## src/hw/rtl/assert_macros.svh

```systemverilog
// Assertion macros shared by the sentence checker RTL.
// Real assertions in simulation; empty bodies when SYNTHESIS is defined.
`ifndef ASSERT_MACROS_SVH
`define ASSERT_MACROS_SVH

`ifndef SYNTHESIS

// expr must hold at every clock edge outside reset
`define ASSERT_ALWAYS(lbl, clk, rst, expr, msg) \
  lbl: assert property (@(posedge clk) disable iff (rst) (expr)) else $error(msg);

// cons must hold at the edge after ante
`define ASSERT_NEXT(lbl, clk, rst, ante, cons, msg) \
  lbl: assert property (@(posedge clk) disable iff (rst) (ante) |=> (cons)) else $error(msg);

`else

`define ASSERT_ALWAYS(lbl, clk, rst, expr, msg)
`define ASSERT_NEXT(lbl, clk, rst, ante, cons, msg)

`endif

`endif

```

## src/hw/rtl/nmea_pkg.sv

```systemverilog
// Types and constants of the NMEA sentence checker.
// Used by nmea_chk_core and nmea_sentence_checker; no dependencies.
package nmea_pkg;

  typedef enum logic [1:0] {
    PH_IDLE = 2'd0,
    PH_BODY = 2'd1,
    PH_SUM  = 2'd2
  } phase_t;

  localparam logic [7:0] CH_DOLLAR = 8'h24;
  localparam logic [7:0] CH_STAR   = 8'h2A;
  localparam logic [7:0] CH_COMMA  = 8'h2C;
  localparam logic [7:0] CH_CR     = 8'h0D;
  localparam logic [7:0] CH_LF     = 8'h0A;

  localparam int unsigned ID_LEN       = 5;
  localparam logic [4:0]  FIELD_MAX    = 5'd31;
  localparam logic [39:0] ID_RESET     = 40'h47_50_46_50_44; // "GPFPD"

  // configuration register indexes
  typedef enum logic {
    REG_SENTENCE_ID = 1'b0,
    REG_HDR_ENABLE  = 1'b1
  } cfg_reg_t;

  typedef struct packed {
    logic [4:0] field_index;
    logic       in_body;
    logic       sentence_end;
    logic       checksum_ok;
    logic       header_ok;
    logic [7:0] computed_sum;
  } result_t;

endpackage

```

## src/hw/rtl/nmea_chk_core.sv

```systemverilog
// Per-byte sentence state and result logic of the NMEA sentence checker.
// Depends on nmea_pkg and assert_macros.svh.
`include "assert_macros.svh"

module nmea_chk_core (
  input  logic                  clk,
  input  logic                  rst,
  input  logic                  step,       // consume in_byte this cycle
  input  logic [7:0]            in_byte,
  input  logic [39:0]           expected_id,
  input  logic                  hdr_enable,
  output nmea_pkg::result_t     res
);

  nmea_pkg::phase_t phase, phase_next;
  logic [7:0] running_xor, running_xor_next;
  logic [4:0] field_count, field_count_next;
  logic [2:0] header_position, header_position_next;
  logic       header_match, header_match_next;
  logic [7:0] received_sum, received_sum_next;
  logic [1:0] hex_digit_count, hex_digit_count_next;
  logic       hex_error, hex_error_next;

  logic       eol;
  logic       hex_valid;
  logic [3:0] hex_val;
  logic [7:0] want;
  logic       hdr_result;

  assign eol = (in_byte == nmea_pkg::CH_CR) || (in_byte == nmea_pkg::CH_LF);

  // uppercase hex only
  always_comb begin
    hex_valid = 1'b1;
    hex_val   = 4'd0;
    if (in_byte >= 8'h30 && in_byte <= 8'h39) begin
      hex_val = 4'(in_byte - 8'h30);
    end else if (in_byte >= 8'h41 && in_byte <= 8'h46) begin
      hex_val = 4'(in_byte - 8'h37);
    end else begin
      hex_valid = 1'b0;
    end
  end

  // identifier character expected at this position, first char in top byte
  always_comb begin
    case (header_position)
      3'd0:    want = expected_id[39:32];
      3'd1:    want = expected_id[31:24];
      3'd2:    want = expected_id[23:16];
      3'd3:    want = expected_id[15:8];
      3'd4:    want = expected_id[7:0];
      default: want = 8'h00;
    endcase
  end

  assign hdr_result = !hdr_enable ||
                      (header_match && (header_position == 3'(nmea_pkg::ID_LEN)));

  always_comb begin
    phase_next           = phase;
    running_xor_next     = running_xor;
    field_count_next     = field_count;
    header_position_next = header_position;
    header_match_next    = header_match;
    received_sum_next    = received_sum;
    hex_digit_count_next = hex_digit_count;
    hex_error_next       = hex_error;
    res                  = '0;

    if (in_byte == nmea_pkg::CH_DOLLAR) begin
      // restart, an unfinished sentence is dropped without report
      phase_next           = nmea_pkg::PH_BODY;
      running_xor_next     = 8'd0;
      field_count_next     = 5'd0;
      header_position_next = 3'd0;
      header_match_next    = 1'b1;
      received_sum_next    = 8'd0;
      hex_digit_count_next = 2'd0;
      hex_error_next       = 1'b0;
    end else begin
      unique case (phase)
        nmea_pkg::PH_BODY: begin
          res.field_index = field_count;
          if (eol) begin
            res.sentence_end = 1'b1;
            res.header_ok    = hdr_result;
            phase_next       = nmea_pkg::PH_IDLE;
          end else if (in_byte == nmea_pkg::CH_STAR) begin
            phase_next = nmea_pkg::PH_SUM;
          end else begin
            res.in_body      = 1'b1;
            running_xor_next = running_xor ^ in_byte;
            if (header_position < 3'(nmea_pkg::ID_LEN)) begin
              if (in_byte != want) begin
                header_match_next = 1'b0;
              end
              header_position_next = header_position + 3'd1;
            end
            if (in_byte == nmea_pkg::CH_COMMA && field_count != nmea_pkg::FIELD_MAX) begin
              field_count_next = field_count + 5'd1;
            end
          end
        end
        nmea_pkg::PH_SUM: begin
          res.field_index = field_count;
          if (eol) begin
            res.sentence_end = 1'b1;
            res.checksum_ok  = (hex_digit_count == 2'd2) && !hex_error &&
                               (received_sum == running_xor);
            res.header_ok    = hdr_result;
            phase_next       = nmea_pkg::PH_IDLE;
          end else if (hex_digit_count != 2'd2) begin
            if (!hex_valid) begin
              hex_error_next = 1'b1;
            end else begin
              received_sum_next = {received_sum[3:0], hex_val};
            end
            hex_digit_count_next = hex_digit_count + 2'd1;
          end else begin
            // a third character after the star
            hex_error_next = 1'b1;
          end
        end
        default: begin
          phase_next = nmea_pkg::PH_IDLE;
        end
      endcase
    end
    res.computed_sum = running_xor_next;
  end

  always_ff @(posedge clk) begin
    if (rst) begin
      phase           <= nmea_pkg::PH_IDLE;
      running_xor     <= 8'd0;
      field_count     <= 5'd0;
      header_position <= 3'd0;
      header_match    <= 1'b1;
      received_sum    <= 8'd0;
      hex_digit_count <= 2'd0;
      hex_error       <= 1'b0;
    end else if (step) begin
      phase           <= phase_next;
      running_xor     <= running_xor_next;
      field_count     <= field_count_next;
      header_position <= header_position_next;
      header_match    <= header_match_next;
      received_sum    <= received_sum_next;
      hex_digit_count <= hex_digit_count_next;
      hex_error       <= hex_error_next;
    end
  end

  `ASSERT_ALWAYS(a_cok_at_end, clk, rst, !res.checksum_ok || res.sentence_end, "checksum_ok outside sentence end")
  `ASSERT_ALWAYS(a_digits_max, clk, rst, hex_digit_count != 2'd3, "more than two digits counted")
  `ASSERT_ALWAYS(a_pos_max, clk, rst, header_position <= 3'(nmea_pkg::ID_LEN), "header position overrun")
  `ASSERT_NEXT(a_dollar_restart, clk, rst, step && in_byte == nmea_pkg::CH_DOLLAR, phase == nmea_pkg::PH_BODY && running_xor == 8'd0 && field_count == 5'd0, "dollar did not restart sentence")

endmodule

```

## config.mk

```make
export PLATFORM = sky130hd
export DESIGN_NAME = nmea_chk_core
export DESIGN_NICKNAME = d
export VERILOG_FILES = /design/src/hw/rtl/nmea_pkg.sv /design/src/hw/rtl/nmea_chk_core.sv
export VERILOG_INCLUDE_DIRS = /design/src /design/src/hw/rtl
export SDC_FILE = /design/constraint.sdc
export NUM_CORES = 1
export LEC_CHECK = 0
export BUFFER_PORTS_ARGS = -buffer_cell sky130_fd_sc_hd__buf_2
export CORE_ASPECT_RATIO = 0.7
export CORE_UTILIZATION = 35
export CTS_CLUSTER_SIZE = 14
export DETAILED_ROUTE_END_ITERATION = 8
export PLACE_DENSITY = 0.57
export SLEW_MARGIN = 10
export SYNTH_ARGS = -nofsm -noshare
export SYNTH_HDL_FRONTEND = slang
export SYNTH_SLANG_ARGS = --single-unit
```

## constraint.sdc

```tcl
create_clock -name clk -period 2.3 [get_ports clk]
set_input_delay 0.115 -clock clk [delete_from_list [all_inputs] [get_ports clk]]
set_output_delay 0.115 -clock clk [all_outputs]
set_load 0.005 [all_outputs]
```

==> results.ini <==
[setup_path]
worstPathArrival_ns = 2.06
cpMostUsedCell = buf_2
reg2reg_from = header_position[0]
r2r_end = header_match
cp-end-kind = primary output
worstSetupStartpointType = primary input
crit_path_end = res[8]
worstPathRequired_ns = 2.18
path_delay_family = simple AND/OR/NAND/NOR gates
crit_path_max_incr_delay_ns = 0.50
critPathBufInv = 3
crit_slowest_cell = or4_4
r2r_slack_ns = 0.13
startpoint = in_byte[7]
crit_type = in2out
cp_num_cells = 7
crit_chain = buf_2, or3b_4, or4_4, buf_4, nor3_2, a21boi_0, buf_2
worstPathMaxFanout = 11
ff2ff_path_depth = 8

[place]
place.gp.congestion = 0.810
port_buffers = 68
dpl.hpwl_mm = 5.08

[power_and_ir_drop]
p_leak_nw = 1.26
power_density_mw_per_mm2 = 421
ir_worst_vdd_mv = 0.185

[grt]
grt_pass1_wl_mm = 10.9
grt_pass1_vias = 2270
antenna_found_initial = 0
grt_max_degree = 23
grt.total_usage = 0.197
overflow = 0

[clocking]
cts_tree = yes
clock_latency_ns = 0.28
cts_root_buffer = clkbuf_8
cts.path.max_buffers = 2
cts_hold_buf = 0
cts_made_buffers = 5
cts_htree_levels = 2
clock-sinks = 30
path_clk_slew_ns = 0.07

[route]
wl_per_cell_um = 14.6
drtIter0Drc = 173
antenna_left = 0
drt-pass1-iter-count = 6
drc = 0
routed_wl_mm = 6.50
viasPerCell = 5.35
vias = 2380

[sta]
max_freq_mhz = 460
tightest_slew_ns = 1.03
post-route-period-util = 0.946
slew_viol_final = 0
slew_headroom = 0.308
setup_violations = 0
hold_viol = 0
worst_hold_slack_ns = 0.275
fin_setup_tns_ns = 0
rsz0062_at_grt = false
min_period_ns = 2.18
fin_skew_ns = 0.0104

[yosys]
synthCells = 295
synthArstFlopShare = 0
ys.flop_type = dfxtp_1
netlist_top_cells_area = dfxtp_1 (26%), ha_1 (7.7%), xor2_1 (6.1%)
ys_seq_elements = 30
yosysWarnings = 0
seq_area_frac_synth = 0.263
synth_edf_count = 0
synth_area_leader_cell = dfxtp_1
synth_top_area_share = 0.263
synth_nets = 361
synth_area_per_cell_sq_um = 7.74
ys_types = 47
syn-cell-area_sq_mm = 0.00228

[floorplanning]
rows = 24
fp.dieArea_sq_mm = 0.00686
die_w_um = 98.6
initial_core_util = 0.364
die_y_um = 69.6
core-area_sq_mm = 0.00628
top_level_ports = 69

[run]
cap_violations = 0

[layout]
fin_nets = 433
diodes = 0
syn2layout_area_growth_pct = 25.9
drive_above_1_share = 0.272
nFillCells = 631

[run_status]
status = finished, final reports clean

[min_path]
hp-class = in2reg

[worst min path at each step]
stage                        from                  to  cells past startpoint
2_1_floorplan          hdr_enable              res[8]                      1
3_3_place_gp   hex_digit_count[1]  hex_digit_count[1]                      2
3_5_place_dp   hex_digit_count[1]  hex_digit_count[1]                      2
4_1_cts                      step      running_xor[3]                      2
5_1_grt                      step      running_xor[3]                      2
6_report                     step      running_xor[3]                      2
[flip-flops by register name, indices dropped and copies added (netlist names)]
register / count
field_count: 5
header_match: 1
header_position: 3
hex_digit_count: 2
hex_error: 1
phase: 2
received_sum: 8
running_xor: 8
[what timing repair did]
item,CTS,global route
endpoints found under the setup margin,0,3
gates resized for setup,0,3
buffers inserted,0,0
[logic make-up after synthesis]
logic type	count (synthesis)	share of synthesized area
fa+ha+maj	14	0.0767
compound gates	81	0.241
flops	30	0.263
xor+xnor	24	0.0920
mux	3	0.0142
buf+inv	29	0.0515
simple gates	114	0.262
[Yosys cell counts, types with 2 or more instances]
| cell type | count |
|---|---|
| nand4_1 | 3 |
| and3_1 | 3 |
| a21o_1 | 3 |
| nand4bb_1 | 2 |
| a22oi_1 | 2 |
| a21boi_0 | 4 |
| nor3_1 | 9 |
| and2_1 | 6 |
| a22o_1 | 13 |
| nor2b_1 | 3 |
| or3_1 | 10 |
| o21bai_1 | 2 |
| or4_4 | 2 |
| clkbuf_1 | 14 |
| nand2_1 | 28 |
| a221oi_1 | 8 |
| ha_1 | 14 |
| inv_1 | 12 |
| xor2_1 | 16 |
| o21ai_0 | 12 |
| o211ai_1 | 5 |
| mux2_2 | 2 |
| nand3_1 | 11 |
| nand2b_1 | 2 |
| a31oi_1 | 2 |
| dfxtp_1 | 30 |
| nor2_1 | 25 |
| a21oi_1 | 24 |
| nand3b_1 | 3 |
| xnor2_1 | 8 |
[placed cells by master (no fill, tap or decap), types with 4 or more instances in the layout]
master and count:
nor2_1 25, a22o_1 13, a21boi_0 4, nand2_1 28
a221oi_1 8, nor3_1 8, nand3_1 11, xor2_1 16
clkbuf_8 6, and2_1 6, a21oi_1 24, buf_4 14
xnor2_1 8, dfxtp_1 30, buf_2 68, ha_1 13
o21ai_0 12, inv_1 12, or3_1 10, o211ai_1 5
[per-stage QoR]
stage	power [W]	utilization	instances	worst slack [ns]	cell area, sq um
after floorplan	0.000598	-	295	0.151	2280
after global placement	0.000672	0.439	438	0.102	2760
after detailed placement	0.000673	0.439	438	0.0925	2760
after CTS	0.00122	0.457	445	0.0812	2870
after global routing	0.00126	0.458	445	0.0258	2880
final	0.00121	0.458	445	0.124	2880
[report_power, final]
| part | internal (W) | total [W] | switching [W] |
|---|---|---|---|
| sequential | 0.000520 | 0.000520 | 0.000000311 |
| clock | 0.000346 | 0.000549 | 0.000203 |
| combinational | 0.0000684 | 0.000142 | 0.0000736 |
| total | 0.000935 | 0.00121 | 0.000277 |
[area by class of cell]
cell class	instances	area (sq um)	area share
inverter	12	45.0	0.0157
timing repair buffer	82	445	0.155
multi-input combinational	236	1580	0.548
sequential	30	601	0.209
clock buffer	6	82.6	0.0287
clock inverter	1	30.0	0.0104
tap	78	97.6	0.0339
[per-layer routing]
metal  vias up  track usage  routed length [um]  share of wire
met3         5       0.0393                 370          0.057
met4         0       0.0249                  24         0.0037
li1       1209            -                   -              -
met5         -            0                   0              0
met2        64        0.289                2650           0.41
met1      1102        0.302                3450           0.53
Power figures use the tool's default switching activity.
